`src/hdl/assert_macros.svh`:
```
// assertion macros for the filter rtl
// expects signals named clk and rst_n in the including module
`ifndef ASSERT_MACROS_SVH
`define ASSERT_MACROS_SVH

// same-cycle implication, checked out of reset
`define FLB_ASSERT_IMP(lbl, ante, cons, msg) \
  lbl: assert property (@(posedge clk) disable iff (!rst_n) (ante) |-> (cons)) \
    else $error(msg);

// next-cycle implication, checked out of reset
`define FLB_ASSERT_NXT(lbl, ante, cons, msg) \
  lbl: assert property (@(posedge clk) disable iff (!rst_n) (ante) |=> (cons)) \
    else $error(msg);

`endif

```
`src/hdl/flb_pkg.sv`:
```
// package for the 17-tap blackman low-pass fir
// holds default sizes, the q1.15 tap table and the flow-control struct
`default_nettype none

package flb_pkg;

  localparam int TapsDef       = 17;
  localparam int SampleBitsDef = 10;
  localparam int CoefFracDef   = 15;
  localparam int CoefW         = 16;
  localparam int RomDepth      = 17;

  typedef logic [CoefW-1:0] flb_coef_t;

  typedef struct packed {
    logic ready;  // stage can take a transaction this cycle
    logic take;   // input transaction accepted, chain advances
  } flb_flow_t;

  // windowed sinc taps, tap 0 weights the newest sample; zero past the table
  function automatic flb_coef_t flb_coef(input int idx);
    flb_coef_t c;
    case (idx)
      0:       c = 16'd0;
      1:       c = 16'd53;
      2:       c = 16'd246;
      3:       c = 16'd651;
      4:       c = 16'd1322;
      5:       c = 16'd2230;
      6:       c = 16'd3234;
      7:       c = 16'd4104;
      8:       c = 16'd4672;
      9:       c = 16'd4595;
      10:      c = 16'd4072;
      11:      c = 16'd3191;
      12:      c = 16'd2189;
      13:      c = 16'd1290;
      14:      c = 16'd632;
      15:      c = 16'd237;
      16:      c = 16'd51;
      default: c = '0;
    endcase
    return c;
  endfunction

endpackage

`default_nettype wire

```
`src/hdl/flb_sample_if.sv`:
```
// valid/ready channel interfaces for filter samples in and results out
// standalone, no package dependency
`default_nettype none

interface flb_sample_if #(
  parameter int SAMPLE_BITS = 10
);
  logic                   valid;
  logic                   ready;
  logic [SAMPLE_BITS-1:0] sample;

  modport source (output valid, output sample, input ready);
  modport sink   (input valid, input sample, output ready);
endinterface

interface flb_filtered_if #(
  parameter int SAMPLE_BITS = 10
);
  logic                   valid;
  logic                   ready;
  logic [SAMPLE_BITS-1:0] filtered;

  modport source (output valid, output filtered, input ready);
  modport sink   (input valid, input filtered, output ready);
endinterface

`default_nettype wire

```
`src/hdl/flb_cell.sv`:
```
// one tap of the transposed fir chain: coef times sample plus upstream partial sum
// depends on flb_pkg
`default_nettype none

module flb_cell #(
  parameter int                 SAMPLE_BITS = 10,
  parameter int                 ACC_W       = 31,
  parameter flb_pkg::flb_coef_t COEF        = '0
) (
  input  wire logic                   clk,
  input  wire logic                   rst_n,
  input  wire logic                   en,
  input  wire logic [SAMPLE_BITS-1:0] x,
  input  wire logic [ACC_W-1:0]       acc_in,
  output      logic [ACC_W-1:0]       acc_r
);
  import flb_pkg::*;

  localparam int ProdW = SAMPLE_BITS + CoefW;

  logic [ProdW-1:0] prod;
  logic [ACC_W-1:0] acc_nxt;

  assign prod    = ProdW'(x) * ProdW'(COEF);
  assign acc_nxt = ACC_W'(prod) + acc_in;

  // partial sums start at zero so missing history counts as zero
  always_ff @(posedge clk) begin
    if (!rst_n) begin
      acc_r <= '0;
    end else if (en) begin
      acc_r <= acc_nxt;
    end
  end

endmodule

`default_nettype wire

```
`src/hdl/flb_out_stage.sv`:
```
// output stage: tracks the pending sum, scales, saturates and drives the result channel
// depends on flb_pkg, flb_filtered_if and assert_macros.svh
`default_nettype none

`include "assert_macros.svh"

module flb_out_stage #(
  parameter int SAMPLE_BITS    = 10,
  parameter int COEF_FRAC_BITS = 15,
  parameter int ACC_W          = 31
) (
  input  wire logic              clk,
  input  wire logic              rst_n,
  input  wire logic              in_valid,
  input  wire logic [ACC_W-1:0]  acc0,
  output flb_pkg::flb_flow_t     flow,
  flb_filtered_if.source         out_flt
);
  import flb_pkg::*;

  logic                   a_v_r, a_v_nxt;
  logic                   out_valid_r, out_valid_nxt;
  logic [SAMPLE_BITS-1:0] out_data_r;
  logic                   load;
  logic [ACC_W-1:0]       shifted;
  logic [SAMPLE_BITS-1:0] sat;

  assign load       = a_v_r && (!out_valid_r || out_flt.ready);
  assign flow.ready = !a_v_r || !out_valid_r || out_flt.ready;
  assign flow.take  = in_valid && flow.ready;

  // sum is never negative, so the shift truncates toward zero
  assign shifted = acc0 >> COEF_FRAC_BITS;
  assign sat     = (|shifted[ACC_W-1:SAMPLE_BITS]) ? '1 : shifted[SAMPLE_BITS-1:0];

  always_comb begin
    a_v_nxt = a_v_r;
    if (flow.take) begin
      a_v_nxt = 1'b1;
    end else if (load) begin
      a_v_nxt = 1'b0;
    end
    out_valid_nxt = out_valid_r;
    if (load) begin
      out_valid_nxt = 1'b1;
    end else if (out_flt.ready) begin
      out_valid_nxt = 1'b0;
    end
  end

  always_ff @(posedge clk) begin
    if (!rst_n) begin
      a_v_r       <= 1'b0;
      out_valid_r <= 1'b0;
    end else begin
      a_v_r       <= a_v_nxt;
      out_valid_r <= out_valid_nxt;
    end
  end

  always_ff @(posedge clk) begin
    if (load) begin
      out_data_r <= sat;
    end
  end

  assign out_flt.valid    = out_valid_r;
  assign out_flt.filtered = out_data_r;

  `FLB_ASSERT_NXT(a_take_sets_pend, flow.take, a_v_r, "accepted sample left no pending sum")
  `FLB_ASSERT_IMP(a_stall_full, !flow.ready, a_v_r && out_valid_r, "stalled with a free slot")
  `FLB_ASSERT_NXT(a_pend_kept, a_v_r && !load && !flow.take, a_v_r, "pending sum dropped")

endmodule

`default_nettype wire

```
`src/hdl/fir_lowpass_blackman_top.sv`:
```
// an accepted sample updates the cell sums, then the output stage registers its result
// one sample per cycle unless out_flt stalls; the chain advances per input transaction
// each cell adds its coefficient times the sample to its neighbor's partial sum
// reset (rst_n, synchronous, active low) clears all partial sums and the result channel
// depends on flb_pkg, flb_sample_if, flb_filtered_if, flb_cell, flb_out_stage
`default_nettype none

module fir_lowpass_blackman_top #(
  parameter int TAPS           = flb_pkg::TapsDef,
  parameter int SAMPLE_BITS    = flb_pkg::SampleBitsDef,
  parameter int COEF_FRAC_BITS = flb_pkg::CoefFracDef
) (
  input wire logic       clk,
  input wire logic       rst_n,
  flb_sample_if.sink     in_smp,
  flb_filtered_if.source out_flt
);
  import flb_pkg::*;

  localparam int AccW = SAMPLE_BITS + CoefW + $clog2(TAPS);

  logic [AccW-1:0] acc [TAPS+1];
  flb_flow_t       flow;

  assign acc[TAPS]    = '0;
  assign in_smp.ready = flow.ready;

  for (genvar k = 0; k < TAPS; k++) begin : g_cell
    flb_cell #(
      .SAMPLE_BITS (SAMPLE_BITS),
      .ACC_W       (AccW),
      .COEF        (flb_coef(k))
    ) u_cell (
      .clk    (clk),
      .rst_n  (rst_n),
      .en     (flow.take),
      .x      (in_smp.sample),
      .acc_in (acc[k+1]),
      .acc_r  (acc[k])
    );
  end

  flb_out_stage #(
    .SAMPLE_BITS    (SAMPLE_BITS),
    .COEF_FRAC_BITS (COEF_FRAC_BITS),
    .ACC_W          (AccW)
  ) u_out (
    .clk      (clk),
    .rst_n    (rst_n),
    .in_valid (in_smp.valid),
    .acc0     (acc[0]),
    .flow     (flow),
    .out_flt  (out_flt)
  );

endmodule

`default_nettype wire
```
`src/flat_wrapper.sv`:
```
// flat-port wrapper written by rule: the top's interface ports become plain ports
module fir_lowpass_blackman_top_flat import flb_pkg::*;
#(
  parameter int TAPS           = flb_pkg::TapsDef,
  parameter int SAMPLE_BITS    = flb_pkg::SampleBitsDef,
  parameter int COEF_FRAC_BITS = flb_pkg::CoefFracDef
)
  (clk, rst_n, in_smp_valid, in_smp_sample, in_smp_ready, out_flt_valid, out_flt_filtered, out_flt_ready);
  flb_sample_if #(.SAMPLE_BITS(SAMPLE_BITS)) in_smp_i ();
  flb_filtered_if #(.SAMPLE_BITS(SAMPLE_BITS)) out_flt_i ();
  input wire logic clk;
  input wire logic rst_n;
  input wire logic [$bits(in_smp_i.valid)-1:0] in_smp_valid;
  input wire logic [$bits(in_smp_i.sample)-1:0] in_smp_sample;
  output wire logic [$bits(in_smp_i.ready)-1:0] in_smp_ready;
  output wire logic [$bits(out_flt_i.valid)-1:0] out_flt_valid;
  output wire logic [$bits(out_flt_i.filtered)-1:0] out_flt_filtered;
  input wire logic [$bits(out_flt_i.ready)-1:0] out_flt_ready;
  assign in_smp_i.valid = in_smp_valid;
  assign in_smp_i.sample = in_smp_sample;
  assign in_smp_ready = in_smp_i.ready;
  assign out_flt_valid = out_flt_i.valid;
  assign out_flt_filtered = out_flt_i.filtered;
  assign out_flt_i.ready = out_flt_ready;
  fir_lowpass_blackman_top #(.TAPS(TAPS), .SAMPLE_BITS(SAMPLE_BITS), .COEF_FRAC_BITS(COEF_FRAC_BITS)) u_core (.clk(clk), .rst_n(rst_n), .in_smp(in_smp_i), .out_flt(out_flt_i));
endmodule
```
`config.mk`:
```
export PLATFORM = sky130hd
export DESIGN_NAME = fir_lowpass_blackman_top_flat
export DESIGN_NICKNAME = d
export VERILOG_FILES = /design/src/hdl/flb_pkg.sv /design/src/hdl/flb_sample_if.sv /design/src/hdl/flb_cell.sv /design/src/hdl/flb_out_stage.sv /design/src/hdl/fir_lowpass_blackman_top.sv /design/src/flat_wrapper.sv
export VERILOG_INCLUDE_DIRS = /design/src /design/src/hdl
export SDC_FILE = /design/constraint.sdc
export NUM_CORES = 2
export LEC_CHECK = 0
export ABC_AREA = 1
export BUFFER_PORTS_ARGS = -buffer_cell sky130_fd_sc_hd__buf_2
export CAP_MARGIN = 10
export CORE_MARGIN = 8
export CORE_UTILIZATION = 49
export CTS_CLUSTER_SIZE = 16
export DETAILED_ROUTE_END_ITERATION = 10
export SETUP_SLACK_MARGIN = 0.2
export SLEW_MARGIN = 20
export SYNTH_ARGS = -nofsm -noshare
export SYNTH_HDL_FRONTEND = slang
export SYNTH_SLANG_ARGS = --single-unit
```
`constraint.sdc`:
```
create_clock -name clk -period 19.2 [get_ports clk]
set_input_delay 3.84 -clock clk [delete_from_list [all_inputs] [get_ports clk]]
set_output_delay 3.84 -clock clk [all_outputs]
set_load 0.02 [all_outputs]
```
==> run metrics <==
status=finished clean; PortBufs=25; Critical R2R Launch=u_core.u_out.out_flt.valid$_SDFFE_PN0P_; post-cts resize count=0; beginning of the worst hold path=u_core.g_cell[0].u_cell.acc_r[24]$_SDFFE_PN0P_; Pre-antenna DRT Iters=6; setup TNS=0 ns; area leader, netlist=ha_1; ys flop type=dfxtp_1; GP Congestion=1.01; WS Path Type=in -> reg; clock skew=0.0423 ns; CP endpoint kind=flop; startpoint types=input port; Slew @ Worst Pin=1.06 ns; cell depth of the worst hold path=2; CP max stage cell=fa_1; initial DRC count=4199; Overflow after GRT=0; top cells by area, synth=ha_1 (18%), dfxtp_1 (15%), fa_1 (13%); antenna violations before repair=3; Rel. slew slack=about 30%; pin count of the biggest net entering global routing=166; Vias per Instance=5.35; post-synth top area share=18.0%; total CTS buffers=59; Die Wd=358 µm; area growth from synthesis to layout=6.68%; Fmax=98.3 MHz; PwrDens=187 nW/µm²; Worst EP required=19.78 ns; post-layout min period=10.17 ns; Endpoint, Worst Hold=u_core.g_cell[0].u_cell.acc_r[24]$_SDFFE_PN0P_; synthesized area=57200 µm²; Hold Vio Cnt, Final=0; area of the core=116000 µm²; number of synthesized flops with an enable pin=10; CTS Hold Bufs=0; Pwr Total=11400 µW; synthesized area per cell=between 6 and 7 µm²; H-tree depth=2; number of global-route vias before repair=52600; WL per Instance=20.2 µm; top cells by count, synth=nand2_1 (1834), inv_1 (1762), nor2_1 (955), ha_1 (821), nand3_1 (578); die height=358 µm; Fin Hold WS=approximately 0.46 ns; placed cell count=10000; Seq cells post-synth=435; Slew Viols, Final=0; RSZ-0062 raised after global routing=no; Crit path max-delay family=adder cells; setup violators final=0; Post-DP Area=58900 µm²; Setup Buffers After CTS=0; syn_nets=9787; CTS tree=yes; crit path DAT=10.76 ns; WL final=between 200000 and 250000 µm; Mapped Cells=8591; fraction of layout cells with a size suffix above 1=under 10%; register area share after synthesis=15.4%; Reg clk slew, reported paths=approximately 0.06 ns; Initial Util=49.3%; global-route wire length before repair=315000 µm; WP buf/inv=8; Min-Delay Path Class=reg -> reg; CTS Buffer Depth=3; Yosys warnings=0; clock root buffer=clkbuf_16; site row count=around 130; Post-synth ARST share=0%; die area=~130000 µm²; crit-path max cell delay=0.59 ns; Reg2Reg Depth=10; most common cell in the netlist=nand2_1; clk sinks=435; Crit path top cell by count=nand2_1; Antenna Nets Post-Route=0; leakage=about 0.034 µW; library cells used by synthesis=slightly below 60; maxcap violations=0; HPWL Detailed=167000 µm; Worst R2R End=u_core.g_cell[11].u_cell.acc_r[23]$_SDFFE_PN0P_; post-route cell area=61000 µm²; Clock Latency Late Sink=0.70 ns; DRC=0; Layout Nets=9780; fin crit share=53.0%; reg2reg setup slack=14.31 ns; CP max FO=14; IR drop worst, VDD=126 µV; Final Instance Count excl. Fillers=10200; via count=54400; IO Count=26; GR Util All Layers=31.7%
-- metrics by stage --
stage	utilization (%)	setup slack, ns
2_1_floorplan	-	10.02
3_5_place_dp	50.8	8.43
4_1_cts	52.6	9.15
6_report	52.6	9.03
5_1_grt	52.6	8.73
3_3_place_gp	50.8	8.50
-- layout make-up --
type | instances | area (µm²)
Fill cell | 12000 | 55000
Multi-Input combinational cell | 6226 | 41000
Sequential cell | 435 | 8810
Inverter | 1788 | 6730
Tap cell | 1524 | 1910
Clock buffer | 73 | 1610
Timing Repair Buffer | 74 | 527
Clock inverter | 36 | 498
Antenna cell | 5 | 12.5
-- layout by cell type (no fill, tap or decap), drive strengths merged, types with 5 or more instances in the layout --
| cell | instances |
|---|---|
| a211oi | 16 |
| xnor2 | 34 |
| clkbuf | 73 |
| o31ai | 8 |
| inv | 1789 |
| a21o | 45 |
| o21bai | 39 |
| a21boi | 14 |
| o21a | 12 |
| nor2 | 990 |
| buf | 74 |
| nand3 | 581 |
| nand3b | 13 |
| or2 | 24 |
| edfxtp | 10 |
| a21oi | 551 |
| nand4 | 119 |
| o211ai | 24 |
| o21ai | 427 |
| and2 | 11 |
| ha | 821 |
| clkinv | 19 |
| dfxtp | 425 |
| clkinvlp | 7 |
| xor2 | 175 |
| nand2 | 1852 |
| bufinv | 9 |
| diode | 5 |
| fa | 361 |
| nor3 | 87 |
-- kinds of logic (layout without fill, tap and decap cells) --
group / Yosys count / count (layout) / share of synthesized area, %
compound gates: 1148 / 1148 / 11.0
xor+xnor: 209 / 209 / 3.20
flops: 435 / 435 / 15.4
simple gates: 3687 / 3687 / 26.8
other cells: 0 / 5 / 0
fa+ha+maj: 1182 / 1182 / 30.6
buf+inv: 1930 / 1971 / 13.0
-- worst min-delay path, cell delays in order, from the launching register on --
cell and delay, ns:
dfxtp_1 0.29, inv_1 0.06, a21oi_1 0.05
-- per-layer routing --
| layer | vias to the layer above | GRT usage, % | routed length [µm] |
|---|---|---|---|
| met3 | 388 | 4.58 | 12200 |
| met4 | 0 | 12.0 | 9110 |
| met2 | 1559 | 51.6 | 91200 |
| li1 | 27100 | - | - |
| met1 | 25400 | 42.6 | 92400 |
| met5 | - | 0 | 0 |
-- flip-flops by register name (all words and copies together) (netlist names) --
| signal | flops |
|---|---|
| u_core.u_out.out_flt.filtered | 10 |
| u_core.g_cell.u_cell.acc_r | 423 |
| u_core.u_out.out_flt.valid | 1 |
| u_core.u_out.a_v_r | 1 |
-- power by group --
group	leakage, µW	total, µW	switching (µW)	internal [µW]
Clock	0.00101	1230	507	720
Sequential	0.00362	1290	171	1120
Combinational	0.0296	8900	5950	2960
Total	0.0342	11400	6620	4800
-- worst max path at each step --
stage / startpoint / slack [ns] / cells past startpoint / end
2_1_floorplan: in_smp_sample[8] / 10.02 / 28 / u_core.g_cell[5].u_cell.acc_r[29]$_SDFFE_PN0P_
3_3_place_gp: in_smp_sample[8] / 8.50 / 29 / u_core.g_cell[5].u_cell.acc_r[19]$_SDFFE_PN0P_
3_5_place_dp: in_smp_sample[8] / 8.43 / 31 / u_core.g_cell[5].u_cell.acc_r[19]$_SDFFE_PN0P_
4_1_cts: in_smp_sample[8] / 9.15 / 31 / u_core.g_cell[5].u_cell.acc_r[19]$_SDFFE_PN0P_
5_1_grt: in_smp_sample[8] / 8.73 / 31 / u_core.g_cell[5].u_cell.acc_r[19]$_SDFFE_PN0P_
6_report: in_smp_sample[8] / 9.03 / 31 / u_core.g_cell[5].u_cell.acc_r[19]$_SDFFE_PN0P_
No activity file was read; power rests on OpenSTA's default activity.
